<file path="config.mk">
export PLATFORM = sky130hd
export DESIGN_NAME = cdbf_divider
export DESIGN_NICKNAME = d
export VERILOG_FILES = /design/src/hdl/cdbf_pkg.sv /design/src/hdl/cdbf_divider.sv
export SDC_FILE = /design/constraint.sdc
export NUM_CORES = 1
export LEC_CHECK = 0
export BUFFER_PORTS_ARGS = -buffer_cell sky130_fd_sc_hd__buf_4
export CAP_MARGIN = 0
export CORE_MARGIN = 4
export CORE_UTILIZATION = 55
export DETAILED_ROUTE_END_ITERATION = 7
export GPL_TIMING_DRIVEN = 1
export HOLD_SLACK_MARGIN = 0.12
export PLACE_DENSITY = 0.72
export SKIP_CTS_REPAIR_TIMING = 1
export SYNTH_ARGS = -nofsm -noshare
export SYNTH_HDL_FRONTEND = slang
export SYNTH_SLANG_ARGS = --single-unit
</file>
<file path="constraint.sdc">
create_clock -name clock -period 23.1 [get_ports clock]
set_clock_uncertainty 0.1 [all_clocks]
set_input_delay 2.31 -clock clock [delete_from_list [all_inputs] [get_ports clock]]
set_output_delay 2.31 -clock clock [all_outputs]
set_load 0.05 [all_outputs]
</file>
<file path="src/hdl/cdbf_pkg.sv">
package cdbf_pkg;

   // number of m values tried by a search, 1..16
   localparam int M_CHOICES = 8;
   localparam int N_CHOICES = 8;

   localparam int RATE_W = 32;
   localparam int DSR_W  = 8;

   // pipelined divider: quotient bits resolved per stage
   localparam int DIV_BITS   = 4;
   localparam int DIV_STAGES = RATE_W / DIV_BITS;

   // divide by ten through a reciprocal multiply, exact for any 32-bit value
   localparam logic [RATE_W-1:0] RECIP_TEN   = 32'hCCCC_CCCD;
   localparam int                RECIP_SHIFT = 35;

   // comparison tree over the m lanes
   localparam int TREE_LVL = (M_CHOICES <= 2) ? 1 : $clog2(M_CHOICES);
   localparam int TREE_W   = 1 << TREE_LVL;

   // stage map
   localparam int PD_FIRST   = 0;
   localparam int MUL_STG    = PD_FIRST + DIV_STAGES;
   localparam int LANE_FIRST = MUL_STG + 1;
   localparam int LANE_LAST  = LANE_FIRST + DIV_STAGES - 1;
   localparam int SEL_STG    = LANE_LAST + 1;
   localparam int TREE_FIRST = SEL_STG + 1;
   localparam int OUT_STG    = TREE_FIRST + TREE_LVL;
   localparam int NSTG       = OUT_STG + 1;

   localparam logic CMD_SEARCH = 1'b0;
   localparam logic CMD_DECODE = 1'b1;

   localparam logic CSR_PRE_DIV  = 1'b0;
   localparam logic CSR_M_OFFSET = 1'b1;

   typedef struct packed {
      logic              cmd;
      logic [RATE_W-1:0] target;
      logic [6:0]        word;
   } sb_type;

   typedef struct packed {
      logic              ok;
      logic [RATE_W-1:0] rate;
      logic [3:0]        m;
      logic [2:0]        n;
   } cand_type;

endpackage

</file>
<file path="src/hdl/cdbf_divider.sv">
module cdbf_divider (
   input  logic                                clock,
   input  logic [cdbf_pkg::DIV_STAGES-1:0]     en,
   input  logic [cdbf_pkg::RATE_W-1:0]         dividend,
   input  logic [cdbf_pkg::DSR_W-1:0]          divisor,
   output logic [cdbf_pkg::RATE_W-1:0]         quotient
);

   // restoring division; dq shifts dividend bits out and quotient bits in
   logic [cdbf_pkg::RATE_W-1:0] dq_ff  [cdbf_pkg::DIV_STAGES];
   logic [cdbf_pkg::DSR_W-1:0]  rem_ff [cdbf_pkg::DIV_STAGES];
   logic [cdbf_pkg::DSR_W-1:0]  dsr_ff [cdbf_pkg::DIV_STAGES];

   logic [cdbf_pkg::RATE_W-1:0] dq_in  [cdbf_pkg::DIV_STAGES];
   logic [cdbf_pkg::DSR_W-1:0]  rem_in [cdbf_pkg::DIV_STAGES];
   logic [cdbf_pkg::DSR_W-1:0]  dsr_in [cdbf_pkg::DIV_STAGES];

   always_comb begin
      logic [cdbf_pkg::RATE_W-1:0] dq;
      logic [cdbf_pkg::DSR_W-1:0]  rem;
      logic [cdbf_pkg::DSR_W-1:0]  d;
      logic [cdbf_pkg::DSR_W:0]    t;
      for (int s = 0; s < cdbf_pkg::DIV_STAGES; s++) begin
         if (s == 0) begin
            dq  = dividend;
            rem = '0;
            d   = divisor;
         end else begin
            dq  = dq_ff[s-1];
            rem = rem_ff[s-1];
            d   = dsr_ff[s-1];
         end
         for (int b = 0; b < cdbf_pkg::DIV_BITS; b++) begin
            t  = {rem, dq[cdbf_pkg::RATE_W-1]};
            dq = {dq[cdbf_pkg::RATE_W-2:0], 1'b0};
            if (t >= {1'b0, d}) begin
               t     = t - {1'b0, d};
               dq[0] = 1'b1;
            end
            rem = t[cdbf_pkg::DSR_W-1:0];
         end
         dq_in[s]  = dq;
         rem_in[s] = rem;
         dsr_in[s] = d;
      end
   end

   always_ff @(posedge clock) begin
      for (int s = 0; s < cdbf_pkg::DIV_STAGES; s++) begin
         if (en[s]) begin
            dq_ff[s]  <= dq_in[s];
            rem_ff[s] <= rem_in[s];
            dsr_ff[s] <= dsr_in[s];
         end
      end
   end

   assign quotient = dq_ff[cdbf_pkg::DIV_STAGES-1];

endmodule

</file>
==> results of run 1 <==
[layout make-up]
cell class	instances	area [sq um]	area share, %
clock buffers	44	1040	3.94
clock inverters	29	358	1.36
inverters	188	706	2.68
multi-input cells	1505	11800	44.9
flip-flops and latches	368	11100	41.9
well taps	585	732	2.78
repair buffers	84	631	2.39
[worst max-delay path by stage]
stage,from,end,slack (ps),cells after the start
floorplan,dividend[31],rem_ff[0][1],13960,36
detailed placement,divisor[1],rem_ff[0][2],12910,34
CTS,dsr_ff[3][1],rem_ff[4][3],13100,37
global placement,dividend[31],rem_ff[0][2],13200,36
finish,dsr_ff[3][1],rem_ff[4][3],12970,37
global route,dsr_ff[3][1],rem_ff[4][3],12090,37
[state kept, by name, indices dropped and copies added, names as in the netlist]
| register | flops |
|---|---|
| dq_ff | 256 |
| rem_ff | 56 |
| dsr_ff | 56 |
[kinds of logic (layout without fill, tap and decap cells)]
group	after synthesis	count (layout)	synth area share, %
AO/OA/AOI/OAI	491	491	13.4
AND/OR/NAND/NOR	469	469	9.71
flip-flops	368	368	46.2
adder cells (fa/ha/maj)	280	280	15.6
buffers and inverters	243	345	4.36
XOR/XNOR	149	149	5.45
multiplexers	116	116	5.37
[per-layer routing]
metal  vias to the layer above  global-route usage (%)  share of wire, %
li1                       7951                       -                 -
met1                      7578                    28.3                45
met2                       374                    36.5                48
met3                        92                    2.61               4.5
met4                         0                    6.17               2.5
met5                         -                       0                 0
[Yosys cell counts (37+ instances only)]
cell      number  area [sq um]
edfxtp_1     368         11100
mux2_2        71           800
nor2b_1       50           313
xnor2_1      101           885
o21ai_0      114           571
inv_1        184           691
a21oi_1      146           731
nor2_1       143           537
ha_1         250          3130
a21o_1        55           413
mux2i_1       37           370
xor2_1        48           420
nand2_1       86           323
[worst max-delay path, delay by kind of cell (launching register included)]
family                   cells  cell delay [ps]
adder cells (fa/ha/maj)      4             1210
AO/OA/AOI/OAI               21             5280
flip-flops                   1              490
buffers and inverters        3              570
AND/OR/NAND/NOR              9             2150
[per-stage QoR]
step	hold WS (ps)	cells	utilization [%]
after detailed placement	305	2730	58.0
after global routing	319	2803	61.2
final	311	2803	61.2
after floorplan	300	2116	-
after CTS	312	2803	61.2
after global placement	301	2730	58.0
[placed cells by master (no fill, tap or decap), types with 41 or more instances in the layout]
cell       instances
a21o_1            55
edfxtp_1         368
ha_1             250
a21oi_1          146
xor2_1            48
inv_1            184
buf_4             84
o21ai_0          114
nand2_1           86
nor2b_1           50
mux2_2            71
xnor2_1          101
clkbuf_16         41
nor2_1           143
==> metrics.txt, run 1 <==
Buffers on Ports 80; synthesized cell area approximately 24000 sq um; Die W 217 um; sequential share of the synthesized area a little under half; Post-DRT Antenna Nets 0; Starting Density 55.6%; Hold Vio Cnt, Final 0; CTS Buf Count 40; first-pass GRT wire length 81400 um; FP Rows 76; Yosys reg bits 368; vias in the first global route ~16000; CTS tree done; worst hold stages 0; RR Endpoint rem_ff[4][3]; r2r setup slk 12970 ps; TNS Setup 0 ps; Critical Path Source Type flip-flop; Least-Margin Pin Slew roughly 1100 ps; Hold EP dq_ff[0][86]; CTS Sinks around 370; unrepaired setup endpoints after global routing no; io pins 81; Crit path largest cell delay ~810 ps; critical path class flip-flop to flip-flop; slack of the critical path 12970 ps; Final min period 10130 ps; R2R Path Start dsr_ff[3][1]; Mapped Avg Cell Area 11.3 sq um; Bufs on Longest Clock Path 3; via count ~16000; largest net degree at the start of global routing between 40 and 50; initial antenna violation count 0; placed cell area 25000 sq um; Fillers 3410; pre-CTS setup slack 12910 ps; status finished clean; RePlAce Congestion 0.920; CTS root buffer clkbuf_16; ys flop type edfxtp_1; Final nets 2516; CP max stage cell a21oi_1; final instance area between 20000 and 30000 sq um; slew margin rel. a little over a quarter; Clock transition at path regs about 60 ps; initial DRC count 1094; final WL 49100 um; Max Slew Vio Count 0; Via density 5.71; Cell variety after synth 82; Setup-failing EPs final 0; residual DRC count 0; Placeable Area 43100 sq um; Die Ht 217 um; routed len/inst 17.5 um; max-cap viol count 0; HPWL Detailed 37400 um; P&R area growth vs syn 10.1%; yosys warns 0; syn_nets 2445; CP required around 23000 ps; worst reg-to-reg path cell count 37; number of synthesized flops with an enable pin 368; Tot GR Track Use between 20% and 30%; crit-path most repeated cell a21oi_1; Cells after Synth around 2100; Arr. time, crit path 10300 ps; H-tree Lvls 2; Final period util between 40 and 50%; f_max 0.0988 GHz; drt first pass iters 5; HP Start dq_ff[0][50]; CP max FO 13; Antenna Cells 0; asr flop ratio synth 0%; GRT overflow 0; share of cells above drive strength 1 a little under an eighth; HP Class flip-flop to flip-flop; clock latency on the worst-skew pair 560 ps; Crit. End Element flip-flop; full die area 46900 sq um
Power of run 1 is not shown: default switching activity piles up to over one toggle a cycle in this logic, so the estimate is an artifact.
==> run 2: changes to the inputs <==
--- a/config.mk
+++ b/config.mk
@@ -12,7 +12,7 @@
 export DETAILED_ROUTE_END_ITERATION = 7
 export GPL_TIMING_DRIVEN = 1
 export HOLD_SLACK_MARGIN = 0.12
-export PLACE_DENSITY = 0.72
+export PLACE_DENSITY = 0.75
 export SKIP_CTS_REPAIR_TIMING = 1
 export SYNTH_ARGS = -nofsm -noshare
 export SYNTH_HDL_FRONTEND = slang
==> constraint.sdc (replaced) <==
create_clock -name clock -period 8.4 [get_ports clock]
set_clock_uncertainty 0.1 [all_clocks]
set_input_delay 0.84 -clock clock [delete_from_list [all_inputs] [get_ports clock]]
set_output_delay 0.84 -clock clock [all_outputs]
set_load 0.05 [all_outputs]
==> run 2 against run 1 <==
Compared with the run above: sequential share of layout area decreased by 1.6 points; critical path type unchanged; count of clock-buffer cells in the layout increased by 2; largest cell class unchanged; register-to-register slack got worse by 13000 ps; first-iteration DRC count increased by 2.3%; critical endpoint unchanged; die area unchanged.
==> metrics.txt, run 2 (synthesized netlist as in run 1, its figures left out) <==
met3 GRT Util 3.06%; CTS tree done; CP required roughly 8600 ps; residual DRC count 0; Starting Density 55.6%; slew margin rel. 51.4%; HPWL Detailed 39400 um; HP Class flip-flop to flip-flop; max-cap viol count 0; Crit path largest cell delay 490 ps; status finished clean; met1 Resource Use GR 28.8%; Largest Register dq_ff; Final min period 8100 ps; H-tree Lvls 2; max reg flops 256; clock latency on the worst-skew pair 550 ps; Max Slew Vio Count 0; Bufs on Longest Clock Path 3; GRT overflow 0; final WL 52000 um; full die area 46900 sq um; Placeable Area 43100 sq um; CTS Buf Count 40; share of cells above drive strength 1 a little under a fifth; critical path class flip-flop to flip-flop; vias in the first global route 16656; Setup-failing EPs final 0; P&R area growth vs syn 14.6%; CP max stage cell or4_4; Hold Vio Cnt, Final 0; Least-Margin Pin Slew 729 ps; Clock transition at path regs 60 ps; most common cell after layout, fill and taps aside edfxtp_1; Arr. time, crit path just over 8000 ps; Crit. End Element flip-flop; io pins 81; drt first pass iters 5; slack of the critical path 304 ps; FP Rows 76; Buffers on Ports 80; Tot GR Track Use a little over a fifth; routed len/inst 17.8 um; Via density 5.74; met2 Usage GRT between 30% and 40%; r2r setup slk just over 300 ps; Antenna Cells 0; worst path bufs/invs 4; Worst path top cell family by delay compound AO/OA/AOI/OAI gates; Final nets 2633; CTS root buffer clkbuf_16; grt peak-use layer met2; crit-path most repeated cell a21oi_1; first-pass GRT wire length 83300 um; Final period util 96.4%; CP max FO 13; RePlAce Congestion approximately 0.98; Critical Path Source Type flip-flop; via count 16769; initial antenna violation count 1; Die Ht 217 um; top flop regs dq_ff x256, dsr_ff x56, rem_ff x56; largest net degree at the start of global routing 49; CTS Sinks 368; initial DRC count 1119; pre-CTS setup slack -99.8 ps; f_max 0.124 GHz; Die W roughly 220 um; Post-DRT Antenna Nets 0; most frequent cells in the layout edfxtp_1 (368), ha_1 (246), buf_4 (197), inv_1 (171), nor2_1 (143)
[run 2: worst paths after layout]
kind / startpoint / to / cells past startpoint
worst max-delay path: dsr_ff[3][4] / rem_ff[4][3] / 39
worst min-delay path: dq_ff[0][122] / dq_ff[1][30] / 0
worst max register to register: dsr_ff[3][4] / rem_ff[4][3] / 39
worst min register to register: dq_ff[0][122] / dq_ff[1][30] / 0
[run 2: through the flow]
step / util [%] / TNS, ps / instances / area (sq um) / hold WS (ps)
3_3_place_gp: 59.7 / 0 / 2829 / 25700 / 301
5_1_grt: 63.7 / -108 / 2920 / 27400 / 314
2_1_floorplan: - / 0 / 2116 / 23900 / 300
3_5_place_dp: 59.7 / -670 / 2829 / 25700 / 305
4_1_cts: 62.8 / -1290 / 2902 / 27100 / 304
6_report: 63.7 / 0 / 2920 / 27400 / 306
[run 2: final cells by class]
class                           instances  area [sq um]
Clock inverter                         27           332
Inverter                              188           708
Timing Repair Buffer                  200          1520
Multi-Input combinational cell       1506         12100
Sequential cell                       368         11100
Tap cell                              585           732
Fill cell                            3315         15600
Clock buffer                           46          1020
[run 2: layer usage]
| metal | vias up | wire length, um |
|---|---|---|
| met4 | 2 | 1670 |
| met1 | 7967 | 22700 |
| met2 | 492 | 24900 |
| met3 | 118 | 2760 |
| met5 | - | 12 |
| li1 | 8190 | - |
Power of run 2 is left out for the same reason.
